[config.mk]
export PLATFORM = sky130hd
export DESIGN_NAME = line_follow_steering_core
export DESIGN_NICKNAME = d
export VERILOG_FILES = /design/src/rtl/lfs_pkg.sv /design/src/rtl/lfs_steer.sv /design/src/rtl/lfs_ctrl.sv /design/src/rtl/line_follow_steering_core.sv
export SDC_FILE = /design/constraint.sdc
export NUM_CORES = 1
export LEC_CHECK = 0
export BUFFER_PORTS_ARGS = -buffer_cell sky130_fd_sc_hd__buf_4
export CAP_MARGIN = 10
export CELL_PAD_IN_SITES_DETAIL_PLACEMENT = 0
export CELL_PAD_IN_SITES_GLOBAL_PLACEMENT = 2
export CORE_ASPECT_RATIO = 1.5
export CORE_MARGIN = 3
export CORE_UTILIZATION = 37
export CTS_CLUSTER_SIZE = 12
export DETAILED_ROUTE_END_ITERATION = 8
export PLACE_DENSITY = 0.87
export REMOVE_ABC_BUFFERS = 1
export SETUP_SLACK_MARGIN = 0.02
export SYNTH_ARGS = -nofsm -noshare
export SYNTH_HDL_FRONTEND = slang
export SYNTH_SLANG_ARGS = --single-unit
[constraint.sdc]
create_clock -name clk -period 5.65 [get_ports clk]
set_clock_uncertainty 0.15 [all_clocks]
set_input_delay 0.2825 -clock clk [delete_from_list [all_inputs] [get_ports clk]]
set_output_delay 0.2825 -clock clk [all_outputs]
set_load 0.01 [all_outputs]
[src/rtl/lfs_pkg.sv]
// Shared types, codes and tables for the line-follow steering core.
// The steering pattern table and the speed clamp live here; no dependencies.
package lfs_pkg;

	localparam int SpdW = 8;
	localparam int RawW = 10;
	localparam int CntW = 6;

	localparam logic [1:0] CMD_SAMPLE = 2'd0;
	localparam logic [1:0] CMD_FWD    = 2'd1;
	localparam logic [1:0] CMD_REV    = 2'd2;
	localparam logic [1:0] CMD_CANCEL = 2'd3;

	localparam logic [1:0] MODE_IDLE = 2'd0;
	localparam logic [1:0] MODE_FWD  = 2'd1;
	localparam logic [1:0] MODE_REV  = 2'd2;

	localparam logic [1:0] MEMO_NONE  = 2'd0;
	localparam logic [1:0] MEMO_RIGHT = 2'd1;
	localparam logic [1:0] MEMO_LEFT  = 2'd2;

	// correction families: right family is blocked by a left memo and vice versa
	localparam logic [1:0] FAM_CENTER = 2'd0;
	localparam logic [1:0] FAM_RIGHT  = 2'd1;
	localparam logic [1:0] FAM_LEFT   = 2'd2;

	localparam logic REG_LEFT_BASE  = 1'b0;
	localparam logic REG_RIGHT_BASE = 1'b1;

	localparam logic [CntW-1:0] FWD_BLANK_LIMIT = 6'd10;
	localparam logic [CntW-1:0] REV_BLANK_LIMIT = 6'd60;

	localparam logic [7:0] PAT_ALL_BLACK = 8'h00;
	localparam logic [7:0] PAT_ALL_WHITE = 8'hFF;

	localparam logic signed [RawW-1:0] SPD_MAX = 10'sd100;
	localparam logic signed [RawW-1:0] SPD_MIN = 10'sd5;

	typedef struct packed {
		logic                   hit;
		logic [1:0]             fam;
		logic [1:0]             memo;
		logic                   memo_wr;
		logic signed [RawW-1:0] l;
		logic signed [RawW-1:0] r;
	} steer_ent_t;

	typedef struct packed {
		logic                   take;
		logic                   memo_wr;
		logic [1:0]             memo;
		logic signed [RawW-1:0] l;
		logic signed [RawW-1:0] r;
	} steer_upd_t;

	typedef struct packed {
		logic signed [SpdW-1:0] left;
		logic signed [SpdW-1:0] right;
		logic                   mval;
		logic                   done;
		logic                   card;
		logic [1:0]             mode;
	} res_t;

	function automatic steer_ent_t mk_ent(input logic [1:0] fam, input logic [1:0] memo,
			input logic memo_wr, input logic signed [RawW-1:0] l,
			input logic signed [RawW-1:0] r);
		steer_ent_t e;
		e.hit     = 1'b1;
		e.fam     = fam;
		e.memo    = memo;
		e.memo_wr = memo_wr;
		e.l       = l;
		e.r       = r;
		return e;
	endfunction

	// forward: absolute speeds; reverse: offsets added to the base registers
	function automatic steer_ent_t steer_lookup(input logic [7:0] g, input logic fwd);
		steer_ent_t e;
		e = '0;
		unique case (g)
			8'hE7: e = fwd ? mk_ent(FAM_CENTER, MEMO_NONE, 1'b0, 10'sd70, 10'sd95)
			               : mk_ent(FAM_CENTER, MEMO_NONE, 1'b0, 10'sd0, 10'sd0);
			8'hF7: e = fwd ? mk_ent(FAM_RIGHT, MEMO_NONE, 1'b1, 10'sd95, -10'sd30)
			               : mk_ent(FAM_RIGHT, MEMO_NONE, 1'b1, 10'sd0, 10'sd0);
			8'hF3, 8'hFB, 8'hF1:
				e = fwd ? mk_ent(FAM_RIGHT, MEMO_NONE, 1'b1, 10'sd95, -10'sd70)
				        : mk_ent(FAM_RIGHT, MEMO_NONE, 1'b1, 10'sd155, -10'sd5);
			8'hF9, 8'hFD, 8'hF8:
				e = fwd ? mk_ent(FAM_RIGHT, MEMO_NONE, 1'b1, 10'sd90, -10'sd80)
				        : mk_ent(FAM_RIGHT, MEMO_NONE, 1'b1, 10'sd160, -10'sd10);
			8'hFC: e = fwd ? mk_ent(FAM_RIGHT, MEMO_NONE, 1'b1, 10'sd90, -10'sd90)
			               : mk_ent(FAM_RIGHT, MEMO_NONE, 1'b1, 10'sd165, -10'sd15);
			8'hFE: e = fwd ? mk_ent(FAM_RIGHT, MEMO_RIGHT, 1'b1, 10'sd95, -10'sd100)
			               : mk_ent(FAM_RIGHT, MEMO_RIGHT, 1'b1, 10'sd170, -10'sd20);
			8'hEF: e = fwd ? mk_ent(FAM_LEFT, MEMO_NONE, 1'b1, -10'sd20, 10'sd100)
			               : mk_ent(FAM_LEFT, MEMO_NONE, 1'b1, 10'sd0, 10'sd0);
			8'hCF, 8'hDF, 8'h8F:
				e = fwd ? mk_ent(FAM_LEFT, MEMO_NONE, 1'b1, -10'sd70, 10'sd95)
				        : mk_ent(FAM_LEFT, MEMO_NONE, 1'b1, 10'sd0, 10'sd140);
			8'h9F, 8'h1F:
				e = fwd ? mk_ent(FAM_LEFT, MEMO_NONE, 1'b1, -10'sd80, 10'sd95)
				        : mk_ent(FAM_LEFT, MEMO_NONE, 1'b1, -10'sd5, 10'sd145);
			8'hBF: e = fwd ? mk_ent(FAM_LEFT, MEMO_NONE, 1'b1, -10'sd80, 10'sd95)
			               : mk_ent(FAM_LEFT, MEMO_NONE, 1'b1, -10'sd10, 10'sd150);
			8'h3F: e = fwd ? mk_ent(FAM_LEFT, MEMO_NONE, 1'b1, -10'sd90, 10'sd95)
			               : mk_ent(FAM_LEFT, MEMO_NONE, 1'b1, -10'sd10, 10'sd150);
			8'h7F: e = fwd ? mk_ent(FAM_LEFT, MEMO_LEFT, 1'b1, -10'sd100, 10'sd95)
			               : mk_ent(FAM_LEFT, MEMO_LEFT, 1'b1, -10'sd15, 10'sd155);
			default: e = '0;
		endcase
		return e;
	endfunction

	function automatic logic signed [SpdW-1:0] clamp_speed(input logic signed [RawW-1:0] s);
		logic signed [RawW-1:0] c;
		c = s;
		if (s >= 0) begin
			if (s > SPD_MAX)
				c = SPD_MAX;
			else if (s < SPD_MIN)
				c = SPD_MIN;
		end else begin
			if (s < -SPD_MAX)
				c = -SPD_MAX;
			else if (s > -SPD_MIN)
				c = -SPD_MIN;
		end
		return c[SpdW-1:0];
	endfunction

endpackage

[src/rtl/lfs_steer.sv]
// Steering table lookup with edge-memo blocking and reverse base offsets.
// Depends on lfs_pkg.
module lfs_steer import lfs_pkg::*; (
	input  logic [7:0]             g,
	input  logic                   fwd,
	input  logic [1:0]             memo,
	input  logic signed [SpdW-1:0] lbase,
	input  logic signed [SpdW-1:0] rbase,
	output steer_upd_t             upd
);

	steer_ent_t             ent;
	logic                   allow;
	logic signed [RawW-1:0] lb_ext;
	logic signed [RawW-1:0] rb_ext;

	assign ent    = steer_lookup(g, fwd);
	assign lb_ext = RawW'(lbase);
	assign rb_ext = RawW'(rbase);

	assign allow = (ent.fam == FAM_CENTER) ||
	               ((ent.fam == FAM_RIGHT) && (memo != MEMO_LEFT)) ||
	               ((ent.fam == FAM_LEFT) && (memo != MEMO_RIGHT));

	assign upd.take    = ent.hit && allow;
	assign upd.memo_wr = ent.memo_wr;
	assign upd.memo    = ent.memo;
	assign upd.l       = fwd ? ent.l : lb_ext + ent.l;
	assign upd.r       = fwd ? ent.r : rb_ext + ent.r;

endmodule

[src/rtl/lfs_ctrl.sv]
// Tracking state: mode, edge memo, blank counter, stop latch, done and card flags and raw speeds.
// Computes the result for one request; depends on lfs_pkg and lfs_steer.
module lfs_ctrl import lfs_pkg::*; (
	input  logic                   clk,
	input  logic                   arst_n,
	input  logic                   adv,
	input  logic [1:0]             cmd,
	input  logic [7:0]             g,
	input  logic signed [SpdW-1:0] lbase,
	input  logic signed [SpdW-1:0] rbase,
	output res_t                   res
);

	logic [1:0]             mode_q, mode_n;
	logic [1:0]             memo_q, memo_n;
	logic [CntW-1:0]        cnt_q, cnt_n, cnt_inc, limit;
	logic                   stop_q, stop_n;
	logic signed [RawW-1:0] lraw_q, lraw_n, rraw_q, rraw_n;
	logic                   done_q, done_n;
	logic                   card_q, card_n;
	logic                   active, fwd, blank;
	steer_upd_t             upd;

	assign fwd     = (mode_q == MODE_FWD);
	assign active  = fwd || (mode_q == MODE_REV);
	assign blank   = (g == PAT_ALL_BLACK) || (g == PAT_ALL_WHITE);
	assign cnt_inc = cnt_q + 1'b1;
	assign limit   = fwd ? FWD_BLANK_LIMIT : REV_BLANK_LIMIT;

	lfs_steer u_steer (
		.g     (g),
		.fwd   (fwd),
		.memo  (memo_q),
		.lbase (lbase),
		.rbase (rbase),
		.upd   (upd)
	);

	always_comb begin
		mode_n = mode_q;
		memo_n = memo_q;
		cnt_n  = cnt_q;
		stop_n = stop_q;
		lraw_n = lraw_q;
		rraw_n = rraw_q;
		done_n = done_q;
		card_n = card_q;
		res    = '0;
		unique case (cmd)
			CMD_FWD, CMD_REV: begin
				mode_n = cmd;
				stop_n = 1'b0;
				done_n = 1'b0;
				card_n = 1'b0;
			end
			CMD_CANCEL: begin
				mode_n = MODE_IDLE;
				done_n = 1'b0;
			end
			CMD_SAMPLE: begin
				if (active) begin
					res.mval = 1'b1;
					if (blank) begin
						cnt_n = cnt_inc;
						if (cnt_inc == limit) begin
							cnt_n  = '0;
							stop_n = 1'b1;
						end
						if (fwd && stop_n) begin
							// halt: zero speeds, unclamped
							mode_n = MODE_IDLE;
							done_n = 1'b1;
							if (g == PAT_ALL_WHITE)
								card_n = 1'b1;
						end else begin
							res.left  = clamp_speed(lraw_q);
							res.right = clamp_speed(rraw_q);
						end
					end else begin
						done_n = 1'b0;
						if (upd.take) begin
							lraw_n = upd.l;
							rraw_n = upd.r;
							if (upd.memo_wr)
								memo_n = upd.memo;
						end
						res.left  = clamp_speed(lraw_n);
						res.right = clamp_speed(rraw_n);
					end
				end
			end
		endcase
		res.done = done_n;
		res.card = card_n;
		res.mode = mode_n;
	end

	always_ff @(posedge clk or negedge arst_n) begin
		if (!arst_n) begin
			mode_q <= MODE_IDLE;
			memo_q <= MEMO_NONE;
			cnt_q  <= '0;
			stop_q <= 1'b0;
			lraw_q <= '0;
			rraw_q <= '0;
			done_q <= 1'b0;
			card_q <= 1'b0;
		end else if (adv) begin
			mode_q <= mode_n;
			memo_q <= memo_n;
			cnt_q  <= cnt_n;
			stop_q <= stop_n;
			lraw_q <= lraw_n;
			rraw_q <= rraw_n;
			done_q <= done_n;
			card_q <= card_n;
		end
	end

endmodule

[src/rtl/line_follow_steering_core.sv]
// Top level of the line-follow steering core: input register, control, result register.
// Depends on lfs_pkg and lfs_ctrl.
//
// Usage:
//   Slave stream: s_tuser carries the command (sample, start forward, start
//   reverse, cancel), s_tdata the eight sensor bits (0 = line seen).
//   Master stream: one result per request; m_tdata packs the two
//   clamped wheel speeds plus done, card and mode status, m_tuser = motor_valid.
//   Config port: cfg_we/cfg_index/cfg_wdata write the reverse base speeds;
//   write only while no request is in flight.
// Path: a request accepted into the input register has its result in m_tdata once the result register takes it.
// Throughput: one request per cycle while the result is not stalled; the tracking state update sits in a single
//   combinational pass between the input register and the result register.
// Reset: all tracking state, base speeds and the valid flags of both stream stages clear; mode idle.
// Stall: if m_tready stays low the result holds, the input stage holds one more
//   request, and s_tready drops until the result is taken.
module line_follow_steering_core import lfs_pkg::*; (
	input  logic        clk,
	input  logic        arst_n,
	input  logic        s_tvalid,
	output logic        s_tready,
	input  logic [7:0]  s_tdata,   // [7:0] sensor_bits
	input  logic [1:0]  s_tuser,   // [1:0] cmd
	output logic        m_tvalid,
	input  logic        m_tready,
	output logic [23:0] m_tdata,   // [7:0] left_speed, [15:8] right_speed, [16] track_done,
	                               // [17] card_seen, [19:18] tracking_mode, [23:20] zero
	output logic        m_tuser,   // [0] motor_valid
	input  logic        cfg_we,
	input  logic        cfg_index,
	input  logic [7:0]  cfg_wdata
);

	logic                   valid_s1;
	logic [1:0]             cmd_s1;
	logic [7:0]             sensor_s1;
	logic                   adv;
	logic                   out_valid_q;
	res_t                   res;
	res_t                   res_q;
	logic signed [SpdW-1:0] lbase_q;
	logic signed [SpdW-1:0] rbase_q;

	assign adv      = valid_s1 && (!out_valid_q || m_tready);
	assign s_tready = !valid_s1 || adv;

	always_ff @(posedge clk or negedge arst_n) begin
		if (!arst_n) begin
			lbase_q <= '0;
			rbase_q <= '0;
		end else if (cfg_we) begin
			unique case (cfg_index)
				REG_LEFT_BASE:  lbase_q <= cfg_wdata;
				REG_RIGHT_BASE: rbase_q <= cfg_wdata;
			endcase
		end
	end

	always_ff @(posedge clk or negedge arst_n) begin
		if (!arst_n)
			valid_s1 <= 1'b0;
		else if (s_tready)
			valid_s1 <= s_tvalid;
	end

	always_ff @(posedge clk) begin
		if (s_tvalid && s_tready) begin
			cmd_s1    <= s_tuser;
			sensor_s1 <= s_tdata;
		end
	end

	lfs_ctrl u_ctrl (
		.clk    (clk),
		.arst_n (arst_n),
		.adv    (adv),
		.cmd    (cmd_s1),
		.g      (sensor_s1),
		.lbase  (lbase_q),
		.rbase  (rbase_q),
		.res    (res)
	);

	always_ff @(posedge clk or negedge arst_n) begin
		if (!arst_n)
			out_valid_q <= 1'b0;
		else if (adv)
			out_valid_q <= 1'b1;
		else if (m_tready)
			out_valid_q <= 1'b0;
	end

	always_ff @(posedge clk) begin
		if (adv)
			res_q <= res;
	end

	assign m_tvalid = out_valid_q;
	assign m_tdata  = {4'b0000, res_q.mode, res_q.card, res_q.done, res_q.right, res_q.left};
	assign m_tuser  = res_q.mval;

	// input stage only blocks when it is full behind a stalled result
	a_ready_stall: assert property (@(posedge clk) disable iff (!arst_n)
		!s_tready |-> (valid_s1 && out_valid_q && !m_tready))
		else $error("s_tready low without a stalled result");

	// no motor command means both speed fields are zero
	a_idle_speed: assert property (@(posedge clk) disable iff (!arst_n)
		(m_tvalid && !m_tuser) |-> (m_tdata[15:0] == 16'd0))
		else $error("speeds nonzero without motor_valid");

	// a motor command comes from active tracking or from the forward halt
	a_cmd_source: assert property (@(posedge clk) disable iff (!arst_n)
		(m_tvalid && m_tuser) |-> ((m_tdata[19:18] != MODE_IDLE) || m_tdata[16]))
		else $error("motor command while idle");

	// a held result does not change while the receiver stalls
	a_hold_result: assert property (@(posedge clk) disable iff (!arst_n)
		(m_tvalid && !m_tready) |=> ($stable(res_q) && out_valid_q))
		else $error("result changed under stall");

endmodule

==> flow_summary.ini <==
[detailed_routing]
routedWlPerCell_microns = 19.4
routed_wl_microns = 19900
first_pass_iters = 8
ant_nets = 0
drt_iter0_markers = 385
via_count = 6120
viasPerCell = 5.95
drc = 0

[synth]
ys.flop_type = dfrtp_1
ys_ff_latch = 82
synth.avg_cell_area_sq_um = 8.40
netlist_top_cells_count = nand2_1 (87), o21ai_0 (69), nor2_1 (68)
synth.area.top_cells = dfrtp_1 (20%), edfxtp_1 (15%), o21ai_0 (5.4%)
netlist_area_sq_mm = 0.00640
yosysTopAreaCell = dfrtp_1
ys_async_sr_fraction = 0.622
yosysWarnings = 0
synthMostInstantiatedCell = nand2_1
synth_edf_count = 31
synth_cell_type_count = 81
synth_top_area_share = 0.199
ys_seq_area_frac = 0.345
syn_inst = 762

[setup_path]
crit_type = flip-flop to flip-flop
worstPathRequired_ns = 5.60
cp-start-kind = flip-flop
cp_max_fo = 15
cp_data_arrival_time_ns = 5.32
reg2reg_to = m_tdata[9]$_SDFFCE_PN0P_
crit_start = sensor_s1[2]$_DFFE_PP_
crit-reg2reg-launch = sensor_s1[2]$_DFFE_PP_
endpoint_kind = flip-flop
r2r_setup_slack_ns = 0.28
critPathCapture = m_tdata[9]$_SDFFCE_PN0P_
rr_worst_depth = 18

[cts]
cts.root.buffer_cell = clkbuf_16
clkSlewWorstSetupHoldPaths_ns = 0.07
htreeDepth = 3
clock_sinks = 82
cts_made_buffers = 9
post_cts_resized = 0
clkLatencyLatePin_ns = 0.34
cts_tree = yes
clock_path_buffers = 2

[placement]
dp.cells = 996
place_congestion = 0.957
port-buffer-count = 46
dp_hpwl_microns = 15400
dp_slack_ns = 0.355

[worst_hold_path]
hp-start = cfg_wdata[1]
hold_path_class = input port to flip-flop

[grt]
grt-ovfl-total = 0
antenna_found_initial = 0
grt_first_pass_wirelength_microns = 32000
grt_start_max_net_pins = 52
grt_pass1_vias = 6026
grt_usage = 0.212

[sta]
max_freq_mhz = 186
hold_violations = 0
fin_ws_ns = 0.283
setup_viol = 0
slew_viol_final = 0
grt_setup_unrepaired = false
worst_slew_pin_slew_ns = 1.06
post-route-min-period_ns = 5.37
maxSlewHeadroom = 0.292
period_share = 0.950
setup-tns-final_ns = 0

[final_layout]
nNetsFinal = 863
antenna_cells = 0
drive_gt1_frac = 0.143
area_growth_syn_to_layout_pct = 15.7
stdcell_count = 1028
fillers = 1707

[pwr]
total_power_uw = 2330
p_leak_uw = 0.00308
powerDensity_mw_per_mm2 = 315
max-vdd-ir-drop_mv = 0.141

[floorplan]
die_area_sq_mm = 0.0190
start_util = 0.379
num_io_pins = 51
die_w_microns = 113
placementRows = 58
die_h_microns = 167
core_sq_mm = 0.0169

[run_status]
status = completed

[flow_run]
max-cap-violations = 0
==> cell type report <==
cell class / instances / area [sq um] / share of cell area
Clock buffer: 11 / 275 / 0.0372
Tap cell: 210 / 263 / 0.0355
Clock inverter: 5 / 32.5 / 0.00439
Timing Repair Buffer: 74 / 598 / 0.0807
Inverter: 25 / 93.8 / 0.0127
Sequential cell: 82 / 2210 / 0.298
Multi-Input combinational cell: 621 / 3940 / 0.532
==> kinds of logic after synthesis <==
logic type / share of synthesized area
AND/OR/NAND/NOR: 0.239
AO/OA/AOI/OAI: 0.251
flip-flops: 0.345
buffers and inverters: 0.0422
multiplexers: 0.0555
adder cells (fa/ha/maj): 0.0531
XOR/XNOR: 0.0137
other: 0.000586
==> worst max-delay path: stages, from the launching register on <==
cell	delay, ns
edfxtp_1	0.65
nand4_1	0.15
buf_4	0.20
nor3_1	0.52
nand2_1	0.21
o41ai_1	0.14
nor2_1	0.17
o211ai_1	0.20
ha_1	0.31
a211oi_1	0.46
o21a_1	0.21
or4_1	0.11
o211ai_1	0.10
or3_1	0.35
o21a_1	0.15
or4_1	0.52
a31oi_1	0.26
nor2_1	0.11
a21o_1	0.17
==> registers in the layout, summed over array words and instances, names as in the netlist, 2 cells and up <==
name / count
m_tdata: 20
u_ctrl.lraw_q: 10
u_ctrl.rraw_q: 10
lbase_q: 8
rbase_q: 8
sensor_s1: 8
u_ctrl.cnt_q: 6
cmd_s1: 2
u_ctrl.memo_q: 2
u_ctrl.mode_q: 2
==> cells in the final DEF, fill, tap and decap left out, types with 5 or more instances in the layout <==
master	Yosys	final
dlygate4sd3_1	0	12
o211ai_1	16	16
dfrtp_1	51	51
inv_1	23	23
nor3b_1	5	5
xor2_1	6	6
nand3b_1	5	5
mux2i_1	8	8
nor4_1	10	10
nand4_1	11	11
a31oi_1	8	8
and2_1	12	12
nand3_1	23	23
mux2_2	22	22
a21o_1	8	8
a21oi_1	45	45
clkbuf_16	0	11
o22ai_1	7	7
a211oi_1	10	10
ha_1	24	24
nand2b_1	11	11
o21ai_1	9	9
a21boi_0	5	5
o21a_1	10	10
buf_4	6	61
o31ai_1	8	8
and3_1	8	8
or3_1	8	8
nor3_1	20	20
nand2_1	87	87
nor2_1	68	68
o21bai_1	6	6
edfxtp_1	31	31
nor2b_1	9	9
o21ai_0	69	69
==> worst min-delay path by stage <==
stage	end	slack, ns	cells after the start
after floorplan	lbase_q[0]$_DFFE_PN0P_	-0.16	0
after global placement	u_ctrl.cnt_q[3]$_DFFE_PN0P_	0.20	1
after detailed placement	u_ctrl.cnt_q[3]$_DFFE_PN0P_	0.22	1
after CTS	lbase_q[1]$_DFFE_PN0P_	0.007	3
after global routing	lbase_q[0]$_DFFE_PN0P_	0.02	2
final	lbase_q[1]$_DFFE_PN0P_	0.02	3
==> metal layers <==
| metal | global-route usage | wire length (microns) | vias up |
|---|---|---|---|
| li1 | - | - | 2953 |
| met3 | 0.0239 | 634 | 68 |
| met1 | 0.243 | 7840 | 2907 |
| met2 | 0.376 | 10400 | 192 |
| met5 | 0 | 0 | - |
| met4 | 0.121 | 1030 | 0 |
==> repair_timing <==
item                                   CTS  global route
hold buffers                            12             0
endpoints found under the hold margin   62             0
setup buffers                            0             4
setup endpoints to repair                0             4
==> stage by stage <==
stage	instance area (sq um)	hold WS [ns]	utilization
floorplan	6240	-0.163	-
global placement	6950	0.203	0.411
detailed placement	6950	0.224	0.411
CTS	7380	0.00734	0.436
global route	7410	0.0235	0.438
finish	7410	0.0157	0.438
==> power by group <==
group / switching, uW / leakage (uW) / internal, uW
clock: 260 / 0.000156 / 352
sequential: 111 / 0.000968 / 709
combinational: 549 / 0.00196 / 351
total: 920 / 0.00308 / 1410
Note: power is estimated with default switching activity, not from simulation.
